$ cat src/hw/rtl/fpsi_pkg.sv
// ============================================================================
// FFT power spectrum integrator package
// Shared constants, types and the twiddle function.
// ============================================================================
package fpsi_pkg;

    localparam int FFT_POINTS = 1024;
    localparam int POS_W      = $clog2(FFT_POINTS);
    localparam int QUARTER    = FFT_POINTS / 4;
    localparam int SAMPLE_W   = 16;
    localparam int POWER_W    = 52;
    localparam int SUM_W      = 64;
    localparam int COUNT_W    = 13;
    localparam int QDEPTH     = 4;
    localparam int QPTR_W     = 2;

    // Configuration register indexes.
    localparam logic [0:0] REG_INTEGRATIONS = 1'b0;
    localparam logic [0:0] REG_REVERSE      = 1'b1;

    typedef struct packed {
        logic signed [SAMPLE_W-1:0] re;
        logic signed [SAMPLE_W-1:0] im;
        logic                       frame_end;
    } sample_item_t;

    typedef struct packed {
        logic [POS_W-1:0]   position;
        logic [POWER_W-1:0] power;
        logic               last;
    } bin_item_t;

    typedef enum logic [2:0] {
        BK_CLEAR,
        BK_COLLECT,
        BK_DFT,
        BK_ROUND,
        BK_POWER,
        BK_ACCUM,
        BK_DIVIDE,
        BK_STORE
    } back_state_t;

    // Reference twiddle: Q30 Taylor series on the first quadrant, rounded to Q15.
    function automatic logic [31:0] make_twiddle(input logic [POS_W-1:0] m);
        logic [63:0] turn;
        logic [1:0]  quad;
        logic [63:0] x;
        logic [63:0] x2;
        logic [63:0] ts;
        logic [63:0] tc;
        logic [63:0] t;
        logic [63:0] sr;
        logic [63:0] cr;
        logic signed [15:0] sv;
        logic signed [15:0] cv;
        logic signed [15:0] c_o;
        logic signed [15:0] s_o;
        turn = ((64'(m) << 32) / 64'(FFT_POINTS)) & 64'hFFFF_FFFF;
        quad = turn[31:30];
        x    = ((turn & 64'h3FFF_FFFF) * 64'd1686629713) >> 30;
        x2   = (x * x) >> 30;
        ts   = 64'd1 << 30;
        tc   = 64'd1 << 30;
        for (int k = 8; k >= 1; k--) begin
            t  = ((ts * x2) >> 30) / 64'((2 * k) * (2 * k + 1));
            ts = (t >= (64'd1 << 30)) ? 64'd0 : (64'd1 << 30) - t;
            t  = ((tc * x2) >> 30) / 64'((2 * k - 1) * (2 * k));
            tc = (t >= (64'd1 << 30)) ? 64'd0 : (64'd1 << 30) - t;
        end
        sr = (((ts * x) >> 30) + 64'd16384) >> 15;
        cr = (tc + 64'd16384) >> 15;
        sv = (sr > 64'd32767) ? 16'sd32767 : 16'(sr);
        cv = (cr > 64'd32767) ? 16'sd32767 : 16'(cr);
        case (quad)
            2'd0:    begin c_o = cv;  s_o = sv;  end
            2'd1:    begin c_o = -sv; s_o = cv;  end
            2'd2:    begin c_o = -cv; s_o = -sv; end
            default: begin c_o = sv;  s_o = -cv; end
        endcase
        return {c_o, s_o};
    endfunction

    // First-quadrant twiddles {cos, sin}, one 32-bit word per entry; the
    // other quadrants follow by swapping and negating.
    function automatic logic [QUARTER*32-1:0] build_tw_table();
        logic [QUARTER*32-1:0] tbl;
        tbl = '0;
        for (int i = 0; i < QUARTER; i++) begin
            tbl[i*32 +: 32] = make_twiddle(POS_W'(i));
        end
        return tbl;
    endfunction

    localparam logic [QUARTER*32-1:0] TW_TABLE = build_tw_table();

endpackage

$ cat src/hw/rtl/fpsi_queue.sv
// ============================================================================
// FFT power spectrum integrator queue
// Short FIFO between the front end and the frame engine.
// ============================================================================
module fpsi_queue
(
    input  logic                   clk,
    input  logic                   rst_n,
    input  logic                   push,
    input  fpsi_pkg::sample_item_t push_item,
    output logic                   full,
    input  logic                   pop,
    output fpsi_pkg::sample_item_t pop_item,
    output logic                   not_empty
);
    import fpsi_pkg::*;

    sample_item_t       slot_reg [QDEPTH];
    logic [QPTR_W-1:0]  wr_reg;
    logic [QPTR_W-1:0]  rd_reg;
    logic [QPTR_W:0]    cnt_reg;

    assign full      = (cnt_reg == (QPTR_W+1)'(QDEPTH));
    assign not_empty = (cnt_reg != '0);
    assign pop_item  = slot_reg[rd_reg];

    always_ff @(posedge clk)
    begin
        if (push)
        begin
            slot_reg[wr_reg] <= push_item;
        end
    end

    always_ff @(posedge clk or negedge rst_n)
    begin
        if (!rst_n)
        begin
            wr_reg  <= '0;
            rd_reg  <= '0;
            cnt_reg <= '0;
        end
        else
        begin
            if (push)
            begin
                wr_reg <= wr_reg + QPTR_W'(1);
            end
            if (pop)
            begin
                rd_reg <= rd_reg + QPTR_W'(1);
            end
            cnt_reg <= cnt_reg + (QPTR_W+1)'(push) - (QPTR_W+1)'(pop);
        end
    end

endmodule

$ cat config.mk
export PLATFORM = sky130hd
export DESIGN_NAME = fpsi_queue
export DESIGN_NICKNAME = d
export VERILOG_FILES = /design/src/hw/rtl/fpsi_pkg.sv /design/src/hw/rtl/fpsi_queue.sv
export SDC_FILE = /design/constraint.sdc
export NUM_CORES = 1
export LEC_CHECK = 0
export BUFFER_PORTS_ARGS = -buffer_cell sky130_fd_sc_hd__buf_4
export CAP_MARGIN = 20
export CORE_ASPECT_RATIO = 0.9
export CORE_UTILIZATION = 56
export DETAILED_ROUTE_END_ITERATION = 10
export GPL_TIMING_DRIVEN = 0
export PLACE_DENSITY = 0.78
export SYNTH_ARGS = -nofsm -noshare
export SYNTH_HDL_FRONTEND = slang
export SYNTH_SLANG_ARGS = --single-unit
$ cat constraint.sdc
create_clock -name clk -period 2.29 [get_ports clk]
set_input_delay 0.458 -clock clk [delete_from_list [all_inputs] [get_ports clk]]
set_output_delay 0.458 -clock clk [all_outputs]
set_load 0.005 [all_outputs]
==> results of run 1 <==
==> per-layer routing <==
metal | GRT usage, % | vias to the layer above
met2 | 31.71 | 82
met1 | 25.43 | 1215
li1 | - | 1050
met3 | 6.899 | 2
met5 | 0 | -
met4 | 6.522 | 0
==> cell usage in the layout (no fill, tap or decap), drive strengths merged <==
cell	n
buf	79
clkbuf	22
o21ai	1
fa	1
and2	4
dlygate4sd3	1
and3	1
or3	1
bufinv	3
xnor2	2
xor2	3
clkinv	4
nand2	2
edfxtp	132
ha	6
dfrtp	7
inv	6
clkinvlp	5
mux4	33
==> layout make-up <==
type | count | area [um2]
fillers | 493 | 2200
clock buffers | 19 | 421.7
repair buffers | 75 | 690.7
flip-flops and latches | 139 | 4139
clock inverters | 12 | 150.1
inverters | 6 | 22.52
plain buffers | 8 | 98.84
well taps | 119 | 148.9
multi-input cells | 54 | 937.1
==> power groups by stage <==
stage,Combinational (mW),Sequential [mW],Clock [mW]
3_5_place_dp,2.43,3.53,0
3_3_place_gp,2.41,3.51,0
5_1_grt,2.97,3.52,2.76
2_1_floorplan,1.44,3.48,0
6_report,2.76,3.48,2.61
4_1_cts,2.72,3.49,2.66
==> what timing repair did <==
item / in CTS / in global routing
gates resized for setup: 27 / 11
setup buffers: 2 / 1
hold buffers: 1 / 0
hold endpoints to repair: 7 / 0
endpoints found under the setup margin: 28 / 30
gates cloned: 0 / 0
==> worst max path at each step <==
| stage | to |
|---|---|
| final | pop_item[8] |
| after global routing | pop_item[8] |
| after CTS | pop_item[8] |
| after detailed placement | pop_item[8] |
| after global placement | slot_reg[0][22]$_DFFE_PP_ |
| after floorplan | slot_reg[0][0]$_DFFE_PP_ |
==> Yosys cell counts <==
cell        n
inv_1       6
nand2_1     2
dfrtp_1     7
xor2_1      3
and3_1      1
mux4_1      5
buf_6       1
o21ai_0     1
buf_2       4
ha_1        6
xnor2_1     2
edfxtp_1  132
or3_1       1
mux4_2     28
buf_12      3
fa_1        1
and2_1      4
==> worst max-delay path: cells and delay by family (launching register included) <==
family / cells / cell delay [ps]
buffers and inverters: 3 / 450
DFF: 1 / 340
muxes: 1 / 540
==> kinds of logic after synthesis <==
group / after synthesis
compound gates: 1
xor+xnor: 5
fa+ha+maj: 7
buf+inv: 14
flops: 139
mux: 33
simple gates: 8
==> impl_metrics.tcl, run 1 <==
set metrics [dict create \
    status "finished with violations" \
    violations "negative setup slack" \
    hold_end "slot_reg[0][6]$_DFFE_PP_" \
    tritoncts "yes" \
    finalHoldViolCount 0 \
    pwr-share-clk_pct 29.5 \
    p_sw_share_pct 25.40 \
    io_buffers 71 \
    syn_to_final_growth_pct 27.00 \
    fin_crit_ps 2298 \
    dr_wl_met3_um 487 \
    die_h_um 93.45 \
    muxShareOfSynthArea_pct 14.64 \
    drv_slew 0 \
    die-area_um2 9682 \
    fin_util_pct 75.03 \
    synth_top_area_share_pct 76.17 \
    crit_path_cell_trace "buf_6, buf_12, mux4_2, buf_6" \
    routabilityCongestion 0.6491 \
    synth_top_family_by_area "multiplexers" \
    fin_cells 432 \
    cp_max_fo 10 \
    synth_top_area_cell "edfxtp_1" \
    r2r-start "wr_reg[0]$_DFFE_PN0P_" \
    dp_slack_ps 471.5 \
    cp.arrival_ps 1840 \
    wire_per_inst_um 19.92 \
    drt_iter0_markers 147 \
    rsz0062_at_grt "yes" \
    finalClockSkew_ps 5.047 \
    finalSetupTns_ps -7.552 \
    crit_path_end_kind "primary output" \
    synth_compound_area_share_pct 0.09618 \
    syn-cell-area_um2 5204 \
    netlist_instances 207 \
    drive_above_1_share_pct 46.96 \
    cts-root-buf "clkbuf_8" \
    total_power_mw 8.852 \
    clk_latency_ps 510 \
    peakVddDrop_v 0.0008487 \
    initial_core_util_pct 59.08 \
    yosysWarnings 0 \
    seq_area_frac_synth_pct 79.54 \
    min_path_type "input pin to flop" \
    setup_ws_ps -7.552 \
    worst_r2r_path_depth 3 \
    seqPwrFrac_pct 39.3 \
    first_pass_iters 4 \
    powerDensity_nw_per_um2 1339 \
    finalWirelength_um 8607 \
    wl_met2_um 4351 \
    slowest_delay_ps 540 \
    p_leak_nw 2.348 \
    floorplan.rows 32 \
    hold_depth 1 \
    rrSetupSlack_ps 520 \
    startpoint_type "flop" \
    grt_use_total_pct 19.69 \
    syn-num-nets 251 \
    vias_per_cell 5.438 \
    timing.hold.ws_ps 149.9 \
    ant_nets 0 \
    n_antenna_cell 0 \
    dpl_cell_area_um2 5891 \
    critPathLaunch "rd_reg[0]$_DFFE_PN0P_" \
    slew-limit-headroom_pct 38.51 \
    top_layer "met4" \
    slowest_stage "mux4_2" \
    overflow 0 \
    cts_buffer_depth 2 \
    ios 72 \
    grt_pass1_vias 2520 \
    die_w_um 103.6 \
    grt_first_pass_wirelength_um 13590 \
    drc 0 \
    dr_total_vias 2349 \
    fmax_mhz 435.2 \
    wl_met1_um 3742 \
    fin_nets 345 \
    cts.sinks 139 \
    reg2reg_to "slot_reg[0][20]$_DFFE_PP_" \
    syn_avg_cell_area_um2 25.14 \
    cp_common_cell "buf_6" \
    core_area_um2 8808 \
    setup_viol 1 \
    worstSetupPathType "flop to primary output" \
    fin_crit_sh_pct 100.3 \
    worstMarginPinSlew_ps 922.3 \
    dp.cells 397 \
    clk_pin_slew_ps 60 \
    cts.htree.levels 4 \
    grt_max_degree 34 \
    ys_ff_latch 139 \
    synthDistinctLibCells 17 \
    holdCritStartpoint "push_item[6]" \
    power_switching_mw 2.249 \
    synthAdderAreaFrac_pct 1.827 \
    synthSimpleGateAreaFrac_pct 0.8656 \
    synth_area_leaders "edfxtp_1 76%, mux4_2 12%, dfrtp_1 3.4%" \
    antenna_found_initial 0 \
    largest_reg_flops 132 \
    cts_buffers 17 \
    synth-xor-area-share_pct 0.8415 \
    drv_cap 0 \
    p_comb_share_pct 31.1 \
    power.internal_mw 6.603 \
    required_ps 1830 \
    place_hpwl_um 4921 \
    design_area_um2 6609 \
]
Note: power is estimated with default switching activity, not from simulation.
==> run 2, diff against run 1 <==
--- a/config.mk
+++ b/config.mk
@@ -8,10 +8,11 @@
 export BUFFER_PORTS_ARGS = -buffer_cell sky130_fd_sc_hd__buf_4
 export CAP_MARGIN = 20
 export CORE_ASPECT_RATIO = 0.9
-export CORE_UTILIZATION = 56
+export CORE_UTILIZATION = 50
 export DETAILED_ROUTE_END_ITERATION = 10
 export GPL_TIMING_DRIVEN = 0
-export PLACE_DENSITY = 0.78
+export PLACE_DENSITY = 0.71
+export SLEW_MARGIN = 10
 export SYNTH_ARGS = -nofsm -noshare
 export SYNTH_HDL_FRONTEND = slang
 export SYNTH_SLANG_ARGS = --single-unit
==> constraint.sdc (replaced) <==
create_clock -name clk -period 2.82 [get_ports clk]
set_input_delay 0.564 -clock clk [delete_from_list [all_inputs] [get_ports clk]]
set_output_delay 0.564 -clock clk [all_outputs]
set_load 0.005 [all_outputs]
==> run 2 against run 1 <==
  * The flow now finishes without violations
  * Core utilization down 7.8 points
  * Sequential cell count did not move
  * First-iteration DRC count shrank 39%
  * Critical path type unchanged
  * Largest cell class unchanged
  * Largest power group unchanged
  * Highest routed layer unchanged
==> impl_metrics.tcl, run 2 (synthesized netlist as in run 1, its figures left out) <==
set metrics [dict create \
    status "complete, no violations" \
    holdBufCountCts 1 \
    finalClockSkew_ps 10.36 \
    overflow 0 \
    design_area_um2 6638 \
    grt_pass1_vias 2438 \
    grt_use_total_pct 17.80 \
    place_hpwl_um 5360 \
    setup_ws_ps 484.9 \
    rsz0062_at_grt "no" \
    die-area_um2 10820 \
    largest_reg_flops 132 \
    vias_per_cell 5.280 \
    p_leak_nw 2.392 \
    floorplan.rows 34 \
    worstSetupPathType "flop to primary output" \
    cts.sinks 139 \
    powerDensity_nw_per_um2 1077 \
    antenna_found_initial 0 \
    reg2reg_to "slot_reg[0][22]$_DFFE_PP_" \
    rrSetupSlack_ps 1180 \
    cts.htree.levels 4 \
    hold_end "rd_reg[0]$_DFFE_PN0P_" \
    min_path_type "input pin to flop" \
    finalHoldViolCount 0 \
    clk_pin_slew_ps 60 \
    setup_viol 0 \
    fin_crit_ps 2335 \
    cts_buffers 17 \
    grt_max_degree 21 \
    core_area_um2 9869 \
    cts_resized 0 \
    final_common_cell "edfxtp_1" \
    drc 0 \
    finalWirelength_um 8513 \
    clk_latency_ps 410 \
    dp_slack_ps 885.0 \
    cp_max_fo 10 \
    drv_slew 0 \
    grt_first_pass_wirelength_um 13250 \
    worstMarginPinSlew_ps 480.0 \
    timing.hold.ws_ps 352.1 \
    drt_iter0_markers 89 \
    fin_crit_sh_pct 82.80 \
    ant_nets 0 \
    startpoint_type "flop" \
    first_pass_iters 4 \
    dr_total_vias 2323 \
    finalSetupTns_ps 0 \
    tritoncts "yes" \
    hold_depth 2 \
    cts-root-buf "clkbuf_16" \
    n_antenna_cell 0 \
    crit_path_end_kind "primary output" \
    syn_to_final_growth_pct 27.55 \
    routabilityCongestion 0.6300 \
    cts_buffer_depth 2 \
    fin_nets 346 \
    fin_util_pct 67.25 \
    slew-limit-headroom_pct 68.00 \
    drive_above_1_share_pct 46.18 \
    layout_common_cells "132 x edfxtp_1, 71 x buf_4, 28 x mux4_2, 17 x clkbuf_16, 7 x dfrtp_1" \
    nFillCells 649 \
    io_buffers 71 \
    fmax_mhz 428.3 \
    drv_cap 0 \
    initial_core_util_pct 52.73 \
    die_h_um 98.78 \
    wire_per_inst_um 19.35 \
    post_cts_buffers 0 \
    required_ps 2260 \
    cp.arrival_ps 1770 \
    worst_r2r_path_depth 4 \
    holdCritStartpoint "pop" \
    peakVddDrop_v 0.0005280 \
    die_w_um 109.5 \
    r2r-start "wr_reg[0]$_DFFE_PN0P_" \
    ios 72 \
    dpl_cell_area_um2 6010 \
]
run 2: how the worst max path moves through the flow:
stage                                from  cells after the start                         to
floorplan           wr_reg[0]$_DFFE_PN0P_                      3   slot_reg[0][0]$_DFFE_PP_
global placement                     push                      2  slot_reg[1][18]$_DFFE_PP_
detailed placement  rd_reg[0]$_DFFE_PN0P_                      4               pop_item[22]
CTS                 rd_reg[0]$_DFFE_PN0P_                      4               pop_item[22]
global route        rd_reg[0]$_DFFE_PN0P_                      4               pop_item[22]
finish              rd_reg[0]$_DFFE_PN0P_                      4               pop_item[22]
run 2: metrics by stage:
step                std cells  power, mW
CTS                       440      7.259
floorplan                 207      4.000
global route              440      7.497
global placement          404      4.817
finish                    440      7.147
detailed placement        408      4.957
run 2: power breakdown:
part / leakage (nW) / internal, mW / switching [mW]
sequential: 1.29 / 2.71 / 0.100
clock: 0.298 / 1.48 / 0.809
combinational: 0.800 / 1.16 / 0.889
total: 2.39 / 5.35 / 1.80
run 2: metal layers:
metal  global-route usage (%)  vias to the layer above  routed length (um)
met5                        0                        -                   0
met2                    28.06                       75                4367
li1                         -                     1062                   -
met3                    5.754                        4                 541
met4                    7.692                        0                  36
met1                    22.82                     1182                3569
run 2: cell type report:
type / instances / area, um2 / area share (%)
inverters: 6 / 22.52 / 0.3393
well taps: 126 / 157.7 / 2.375
clock inverters: 14 / 192.7 / 2.903
flip-flops and latches: 139 / 4139 / 62.36
clock buffers: 17 / 425.4 / 6.409
multi-input cells: 54 / 955.9 / 14.40
repair buffers: 76 / 653.1 / 9.840
plain buffers: 8 / 91.34 / 1.376
run 2: critical path, stage by stage, from the launching register on:
cell and delay [ps]:
dfrtp_1 340, buf_6 170, buf_12 170, mux4_2 520, buf_4 150
