`config.mk`:
```
export PLATFORM = sky130hd
export DESIGN_NAME = fpsi_front
export DESIGN_NICKNAME = d
export VERILOG_FILES = /design/src/hw/rtl/fpsi_pkg.sv /design/src/hw/rtl/fpsi_front.sv
export SDC_FILE = /design/constraint.sdc
export NUM_CORES = 1
export LEC_CHECK = 0
export ABC_AREA = 1
export BUFFER_PORTS_ARGS = -buffer_cell sky130_fd_sc_hd__buf_4
export CORE_ASPECT_RATIO = 0.7
export CORE_MARGIN = 2
export CORE_UTILIZATION = 34
export DETAILED_ROUTE_END_ITERATION = 10
export PLACE_DENSITY_LB_ADDON = 0.05
export REMOVE_ABC_BUFFERS = 1
export SLEW_MARGIN = 5
export SYNTH_ARGS = -nofsm -noshare
export SYNTH_HDL_FRONTEND = slang
export SYNTH_SLANG_ARGS = --single-unit
```
`constraint.sdc`:
```
create_clock -name clk -period 1.6 [get_ports clk]
set_clock_uncertainty 0.2 [all_clocks]
set_input_delay 0.16 -clock clk [delete_from_list [all_inputs] [get_ports clk]]
set_output_delay 0.16 -clock clk [all_outputs]
set_load 0.01 [all_outputs]
```
`src/hw/rtl/fpsi_pkg.sv`:
```
// ============================================================================
// FFT power spectrum integrator package
// Shared constants, types and the twiddle function.
// ============================================================================
package fpsi_pkg;

    localparam int FFT_POINTS = 1024;
    localparam int POS_W      = $clog2(FFT_POINTS);
    localparam int QUARTER    = FFT_POINTS / 4;
    localparam int SAMPLE_W   = 16;
    localparam int POWER_W    = 52;
    localparam int SUM_W      = 64;
    localparam int COUNT_W    = 13;
    localparam int QDEPTH     = 4;
    localparam int QPTR_W     = 2;

    // Configuration register indexes.
    localparam logic [0:0] REG_INTEGRATIONS = 1'b0;
    localparam logic [0:0] REG_REVERSE      = 1'b1;

    typedef struct packed {
        logic signed [SAMPLE_W-1:0] re;
        logic signed [SAMPLE_W-1:0] im;
        logic                       frame_end;
    } sample_item_t;

    typedef struct packed {
        logic [POS_W-1:0]   position;
        logic [POWER_W-1:0] power;
        logic               last;
    } bin_item_t;

    typedef enum logic [2:0] {
        BK_CLEAR,
        BK_COLLECT,
        BK_DFT,
        BK_ROUND,
        BK_POWER,
        BK_ACCUM,
        BK_DIVIDE,
        BK_STORE
    } back_state_t;

    // Reference twiddle: Q30 Taylor series on the first quadrant, rounded to Q15.
    function automatic logic [31:0] make_twiddle(input logic [POS_W-1:0] m);
        logic [63:0] turn;
        logic [1:0]  quad;
        logic [63:0] x;
        logic [63:0] x2;
        logic [63:0] ts;
        logic [63:0] tc;
        logic [63:0] t;
        logic [63:0] sr;
        logic [63:0] cr;
        logic signed [15:0] sv;
        logic signed [15:0] cv;
        logic signed [15:0] c_o;
        logic signed [15:0] s_o;
        turn = ((64'(m) << 32) / 64'(FFT_POINTS)) & 64'hFFFF_FFFF;
        quad = turn[31:30];
        x    = ((turn & 64'h3FFF_FFFF) * 64'd1686629713) >> 30;
        x2   = (x * x) >> 30;
        ts   = 64'd1 << 30;
        tc   = 64'd1 << 30;
        for (int k = 8; k >= 1; k--) begin
            t  = ((ts * x2) >> 30) / 64'((2 * k) * (2 * k + 1));
            ts = (t >= (64'd1 << 30)) ? 64'd0 : (64'd1 << 30) - t;
            t  = ((tc * x2) >> 30) / 64'((2 * k - 1) * (2 * k));
            tc = (t >= (64'd1 << 30)) ? 64'd0 : (64'd1 << 30) - t;
        end
        sr = (((ts * x) >> 30) + 64'd16384) >> 15;
        cr = (tc + 64'd16384) >> 15;
        sv = (sr > 64'd32767) ? 16'sd32767 : 16'(sr);
        cv = (cr > 64'd32767) ? 16'sd32767 : 16'(cr);
        case (quad)
            2'd0:    begin c_o = cv;  s_o = sv;  end
            2'd1:    begin c_o = -sv; s_o = cv;  end
            2'd2:    begin c_o = -cv; s_o = -sv; end
            default: begin c_o = sv;  s_o = -cv; end
        endcase
        return {c_o, s_o};
    endfunction

    // First-quadrant twiddles {cos, sin}, one 32-bit word per entry; the
    // other quadrants follow by swapping and negating.
    function automatic logic [QUARTER*32-1:0] build_tw_table();
        logic [QUARTER*32-1:0] tbl;
        tbl = '0;
        for (int i = 0; i < QUARTER; i++) begin
            tbl[i*32 +: 32] = make_twiddle(POS_W'(i));
        end
        return tbl;
    endfunction

    localparam logic [QUARTER*32-1:0] TW_TABLE = build_tw_table();

endpackage

```
`src/hw/rtl/fpsi_front.sv`:
```
// ============================================================================
// FFT power spectrum integrator front end
// Accepts samples, tracks the fill position and marks each frame end.
// ============================================================================
module fpsi_front
(
    input  logic                          clk,
    input  logic                          rst_n,
    input  logic                          in_valid,
    input  logic signed [fpsi_pkg::SAMPLE_W-1:0] in_re,
    input  logic signed [fpsi_pkg::SAMPLE_W-1:0] in_im,
    input  logic                          take,
    output fpsi_pkg::sample_item_t        item,
    output logic [fpsi_pkg::POS_W-1:0]    position
);
    import fpsi_pkg::*;

    logic [POS_W-1:0] pos_reg;
    logic [POS_W-1:0] pos_next;

    always_comb
    begin
        pos_next = pos_reg;
        if (in_valid && take)
        begin
            pos_next = pos_reg + POS_W'(1);
        end
        item.re        = in_re;
        item.im        = in_im;
        item.frame_end = (pos_reg == POS_W'(FFT_POINTS - 1));
    end

    always_ff @(posedge clk or negedge rst_n)
    begin
        if (!rst_n)
        begin
            pos_reg <= '0;
        end
        else
        begin
            pos_reg <= pos_next;
        end
    end

    assign position = pos_reg;

endmodule

```
==> impl_metrics.tcl, run 1 <==
set metrics [dict create \
    fp.dieH_um 43.12 \
    clkTransAtPathRegs_ns 0.06 \
    crit_type "register to output port" \
    power_uw 909.9 \
    yosys_warnings 0 \
    maxCapViolations 0 \
    ant_nets 0 \
    slew_violations 0 \
    crit_chain "ha_4 > nand3_2 > nor2_2 > nand3_1 > nor2_1 > buf_4" \
    h-tree-depth 1 \
    clock_tree.root_cell "clkbuf_4" \
    worstPathMaxFanout 2 \
    slowest_stage "dfrtp_1" \
    grt_usage_pct 21.12 \
    async_flop_share_pct 100.0 \
    netlist.area_leader.share_pct 33.67 \
    cts_made_buffers 3 \
    synth_area_um2 743.2 \
    synth_area_leaders "dfrtp_1, buf_4, nand2_1" \
    final_nets 122 \
    core_um2 2102 \
    wl_um 2451 \
    yosysSeqAreaShare_pct 33.67 \
    crit_required_ns 1.24 \
    initial_utilization_pct 35.36 \
    dr.pass1.iters 4 \
    clock_path_buffers 2 \
    io_pins 79 \
    gp_congestion 0.6418 \
    synthCells 91 \
    synth_edf_count 0 \
    drt_iter0_drc 11 \
    outcome "finished, violations left" \
    grt-ovfl-total 0 \
    wl_per_cell_um 22.91 \
    fin_crit_sh_pct 104.4 \
    fmax_ghz 0.5988 \
    end_kind "output port" \
    routed_via_density 4.981 \
    ys_ff_latch 10 \
    grt_max_degree 11 \
    violations "hold timing, setup timing" \
    antenna_found_initial 0 \
    rsz0062_at_grt "yes" \
    clock-sinks 10 \
    p_per_area_nw_per_um2 1212 \
    fill_cells 243 \
    min_period_ns 1.670 \
    cts_tree "done" \
    fp-row-count 14 \
    drive_above_1_share_pct 37.35 \
    portBuffers 14 \
    grt_pass1_wl_um 3574 \
    fin_ws_ns -0.07001 \
    synth_common_cells "buf_4, nand2_1, dfrtp_1" \
    die_w_um 59.88 \
    hpwl_um 1823 \
    synth_largest_area_cell "dfrtp_1" \
    maxSlewHeadroom_pct 86.15 \
    whs_ns -0.003666 \
    antenna_cells 0 \
    largest_reg_flops 10 \
    crit_arrival_ns 1.31 \
    critPathLaunchType "register" \
    final-setup-viol-count 1 \
    drc_errors 0 \
    cp_slowest_stage_delay_ns 0.39 \
    clk_latency_ns 0.26 \
    p_leak_nw 0.4010 \
    hold_violations 1 \
    hold_path_class "input port to register" \
    synth_ff_type "dfrtp_1" \
    tightest_slew_ns 0.2078 \
    syn_area_per_cell_um2 8.167 \
    yosysMostFrequentCell "buf_4" \
    areaGrowthSynthToFinish_pct 1.010 \
    dieArea_um2 2582 \
    irDropWorstVdd_mv 0.6803 \
    grt_pass1_vias 548 \
    synth.distinct_cells 14 \
    vias 533 \
]
kinds of logic after synthesis:
logic type,Yosys count,synth area share [%]
DFF,10,33.67
xor gates and xnor gates,6,7.071
and+or+nand+nor,33,20.71
adders and majority gates,1,1.683
buffers and inverters,41,36.87
path summary, 6_finish.rpt:
kind                                              start                      end  slack, ns  cells after the start
worst min-delay path                           in_valid  position[1]$_DFFE_PN0P_     -0.004                      4
max in group asynchronous                         rst_n  position[6]$_DFFE_PN0P_       1.00                      2
worst max-delay path            position[1]$_DFFE_PN0P_                  item[0]      -0.07                      6
min in group asynchronous                         rst_n  position[2]$_DFFE_PN0P_       0.06                      2
worst max register to register  position[1]$_DFFE_PN0P_  position[6]$_DFFE_PN0P_       0.13                      7
worst min register to register  position[3]$_DFFE_PN0P_  position[3]$_DFFE_PN0P_       0.32                      1
layer usage:
layer	routed length, µm	global-route usage (%)
met1	1074	26.31
met2	766	19.35
met3	603	27.74
met4	5	3.556
met5	0	16.67
critical path, delay by kind of cell, from the launching register on:
family	cells	cell delay, ns
adders and majority gates	1	0.16
buffers and inverters	1	0.12
DFF	1	0.39
and+or+nand+nor	4	0.38
power breakdown:
| group | switching (mW) | total [mW] | internal, mW |
|---|---|---|---|
| sequential | 0.0740 | 0.387 | 0.313 |
| combinational | 0.160 | 0.356 | 0.196 |
| clock | 0.0802 | 0.167 | 0.0867 |
| total | 0.314 | 0.910 | 0.596 |
final cells by class:
| type | instances | area, µm² | area share [%] |
|---|---|---|---|
| inverters | 9 | 33.78 | 4.500 |
| clock buffers | 3 | 22.52 | 3.000 |
| repair buffers | 21 | 162.7 | 21.67 |
| well taps | 24 | 30.03 | 4.000 |
| flip-flops and latches | 10 | 250.2 | 33.33 |
| multi-input cells | 40 | 251.5 | 33.50 |
stage by stage:
step | cells | util (%) | TNS (ns) | cell area (µm²) | setup slack [ns]
5_1_grt | 107 | 35.71 | -0.1867 | 750.7 | -0.1867
6_report | 107 | 35.71 | -0.07001 | 750.7 | -0.07001
3_3_place_gp | 99 | 31.07 | 0 | 653.1 | 0.1758
2_1_floorplan | 59 | - | 0 | 503.0 | 0.1497
3_5_place_dp | 99 | 31.07 | 0 | 653.1 | 0.1489
4_1_cts | 110 | 35.71 | -0.2084 | 750.7 | -0.09556
placed cells by master (no fill, tap or decap), drive strengths merged:
cell type and n:
buf 19, xor2 2, nand3 6, clkbuf 3
nand4 3, dlygate4sd3 2, ha 1, dfrtp 10
xnor2 4, nor2 5, nand2 19, inv 9
timing repair:
item | in CTS | in global routing
setup endpoints to repair | 1 | 5
hold buffers | 3 | 0
endpoints found under the hold margin | 12 | 0
gates resized for setup | 2 | 4
setup buffers | 5 | 0
pin swaps | 1 | 2
No activity file was read; power rests on OpenSTA's default activity.
==> run 2, diff against run 1 <==
--- a/config.mk
+++ b/config.mk
@@ -5,11 +5,10 @@
 export SDC_FILE = /design/constraint.sdc
 export NUM_CORES = 1
 export LEC_CHECK = 0
-export ABC_AREA = 1
 export BUFFER_PORTS_ARGS = -buffer_cell sky130_fd_sc_hd__buf_4
 export CORE_ASPECT_RATIO = 0.7
 export CORE_MARGIN = 2
-export CORE_UTILIZATION = 34
+export CORE_UTILIZATION = 33
 export DETAILED_ROUTE_END_ITERATION = 10
 export PLACE_DENSITY_LB_ADDON = 0.05
 export REMOVE_ABC_BUFFERS = 1
==> run 2 against run 1 <==
Global-route usage decreased by 1.7 points; non-clock buffer count increased by 4; flip-flop and latch count unchanged; clock power increased by 35%; critical endpoint unchanged; combinational power increased by 31%; design area decreased by 4.8%; the run ends with DRC left; register-to-register slack improved by 0.06 ns; count of clock-buffer cells in the layout increased by 1.
==> impl_metrics.tcl, run 2 <==
set metrics [dict create \
    outcome "finished, violations left" \
    violations "DRC" \
    vias 462 \
    whs_ns 0.01751 \
    clkPwrFrac_pct 20.6 \
    h-tree-depth 1 \
    grt_pass1_wl_um 3132 \
    async_flop_share_pct 100.0 \
    clk_latency_ns 0.26 \
    maxSlewHeadroom_pct 88.24 \
    synth_common_cells "buf_4, dfrtp_1, xnor2_1" \
    layout.cells.non_filler 88 \
    final_cell_mix "buf_4, xnor2_1, dfrtp_1" \
    gp_congestion 0.7162 \
    areaGrowthSynthToFinish_pct 2.883 \
    hold_violations 0 \
    drt_iter0_drc 6 \
    die_w_um 58.83 \
    clock-sinks 10 \
    wl_per_cell_um 26.34 \
    initial_utilization_pct 36.18 \
    critPathLaunchType "register" \
    synth_edf_count 0 \
    synth_largest_area_cell "dfrtp_1" \
    synth.distinct_cells 13 \
    p_int_uw 739.7 \
    power_mw 1.089 \
    fp.dieH_um 42.38 \
    clkTransAtPathRegs_ns 0.07 \
    final-setup-viol-count 0 \
    dr.pass1.iters 7 \
    final_nets 104 \
    cts_tree "done" \
    worstPathMaxFanout 4 \
    grt-ovfl-total 0 \
    yosysSeqAreaShare_pct 36.04 \
    grt_usage_pct 19.42 \
    comb_power_share_pct 42.7 \
    grt_max_degree 11 \
    netlist.area_leader.share_pct 36.04 \
    wl_um 2318 \
    crit_chain "and4_4 > nand2_2 > nor2_1 > buf_4" \
    ys_ff_latch 10 \
    irDropWorstVdd_mv 0.6319 \
    maxCapViolations 0 \
    ant_nets 0 \
    drive_above_1_share_pct 53.03 \
    p_switching_uw 349.7 \
    antenna_cells 0 \
    crit_type "register to output port" \
    fin_crit_sh_pct 96.38 \
    synth_ff_type "dfrtp_1" \
    p_per_area_nw_per_um2 1525 \
    slew_violations 0 \
    routed_via_density 5.250 \
    synth_area_leaders "dfrtp_1, buf_4, xnor2_1" \
    largest_reg_flops 10 \
    fmax_ghz 0.6485 \
    tns_ns 0 \
    layout_commonest_cell "buf_4" \
    tightest_slew_ns 0.1764 \
    slowest_stage "dfrtp_1" \
    crit_family "flip-flops" \
    hpwl_um 1798 \
    drc_errors 3 \
    placedCellCount 74 \
    yosysMostFrequentCell "buf_4" \
    synthCells 69 \
    place_area_um2 594.3 \
    yosys_warnings 0 \
    crit_arrival_ns 1.18 \
    p_seq_share_pct 36.7 \
    clock_tree.root_cell "clkbuf_4" \
    p_leak_nw 0.3443 \
    antenna_found_initial 0 \
    crit_required_ns 1.24 \
    dieArea_um2 2493 \
    cts_made_buffers 3 \
    portBuffers 14 \
    hold_path_class "input port to register" \
    core_um2 1919 \
    io_pins 79 \
    swShare_pct 32.10 \
    min_period_ns 1.542 \
    end_kind "output port" \
    grt_pass1_vias 466 \
    cp_slowest_stage_delay_ns 0.40 \
    path_buf_inv 1 \
    fin_area_um2 714.4 \
    synth_area_um2 694.4 \
    clock_path_buffers 2 \
    syn_area_per_cell_um2 10.06 \
    fp-row-count 13 \
]
[run 2: cell count changes after synthesis, sizes merged, moves of 3 or more]
cell and change:
nand2 -15, inv -9, xnor2 +5, nor2 -4
and4 +3
[run 2: logic make-up (layout without fill, tap and decap cells)]
| group | Yosys count | in the layout | share of synthesized area, % |
|---|---|---|---|
| and+or+nand+nor | 16 | 16 | 14.59 |
| muxes | 1 | 1 | 1.622 |
| DFF | 10 | 10 | 36.04 |
| buffers and inverters | 32 | 29 | 34.59 |
| adders and majority gates | 1 | 1 | 1.802 |
| xor gates and xnor gates | 9 | 9 | 11.35 |
[run 2: layout make-up]
cell class,instances,area [µm²]
clock buffers,4,36.28
fillers,203,1205
multi-input cells,27,209.0
flip-flops and latches,10,251.5
well taps,22,27.53
repair buffers,25,190.2
[run 2: worst register-to-register path, cell delays in order, from the launching register on]
cell	delay (ns)
dfrtp_1	0.39
ha_2	0.21
and4_1	0.24
nand4_1	0.12
xnor2_1	0.14
[run 2: power groups by stage]
stage	Combinational, mW	Sequential, mW	Clock (mW)
finish	0.465	0.399	0.225
global route	0.497	0.408	0.246
CTS	0.363	0.404	0.233
detailed placement	0.332	0.416	0
global placement	0.323	0.412	0
floorplan	0.105	0.452	0
[run 2: timing repair]
item | CTS | global route
hold buffers | 1 | 0
setup buffers | 1 | 8
resized for setup | 1 | 2
pin swaps | 0 | 1
hold endpoints to repair | 10 | 0
setup endpoints to repair | 1 | 1
[run 2: final timing paths]
| kind | from | end | slack [ns] | cells after the start |
|---|---|---|---|---|
| min | in_valid | position[2]$_DFFE_PN0P_ | 0.02 | 3 |
| min in group asynchronous | rst_n | position[6]$_DFFE_PN0P_ | 0.05 | 2 |
| min reg2reg | position[6]$_DFFE_PN0P_ | position[6]$_DFFE_PN0P_ | 0.32 | 1 |
| max | position[5]$_DFFE_PN0P_ | item[0] | 0.06 | 4 |
| max in group asynchronous | rst_n | position[3]$_DFFE_PN0P_ | 0.99 | 2 |
| max reg2reg | position[1]$_DFFE_PN0P_ | position[6]$_DFFE_PN0P_ | 0.19 | 4 |
[run 2: metal layers]
metal / GRT usage, % / routed length (µm) / share of wire [%]
met1: 23.06 / 934 / 40
met2: 17.78 / 763 / 33
met3: 27.78 / 620 / 27
met4: 3.182 / 0 / 0
met5: 11.90 / 0 / 0
[run 2: stage by stage]
| step | util [%] | setup WS [ns] |
|---|---|---|
| final | 37.22 | 0.05799 |
| after global routing | 37.22 | -0.01032 |
| after CTS | 33.83 | 0.007139 |
| after detailed placement | 30.96 | 0.1737 |
| after global placement | 30.96 | 0.2321 |
| after floorplan | - | 0.1233 |
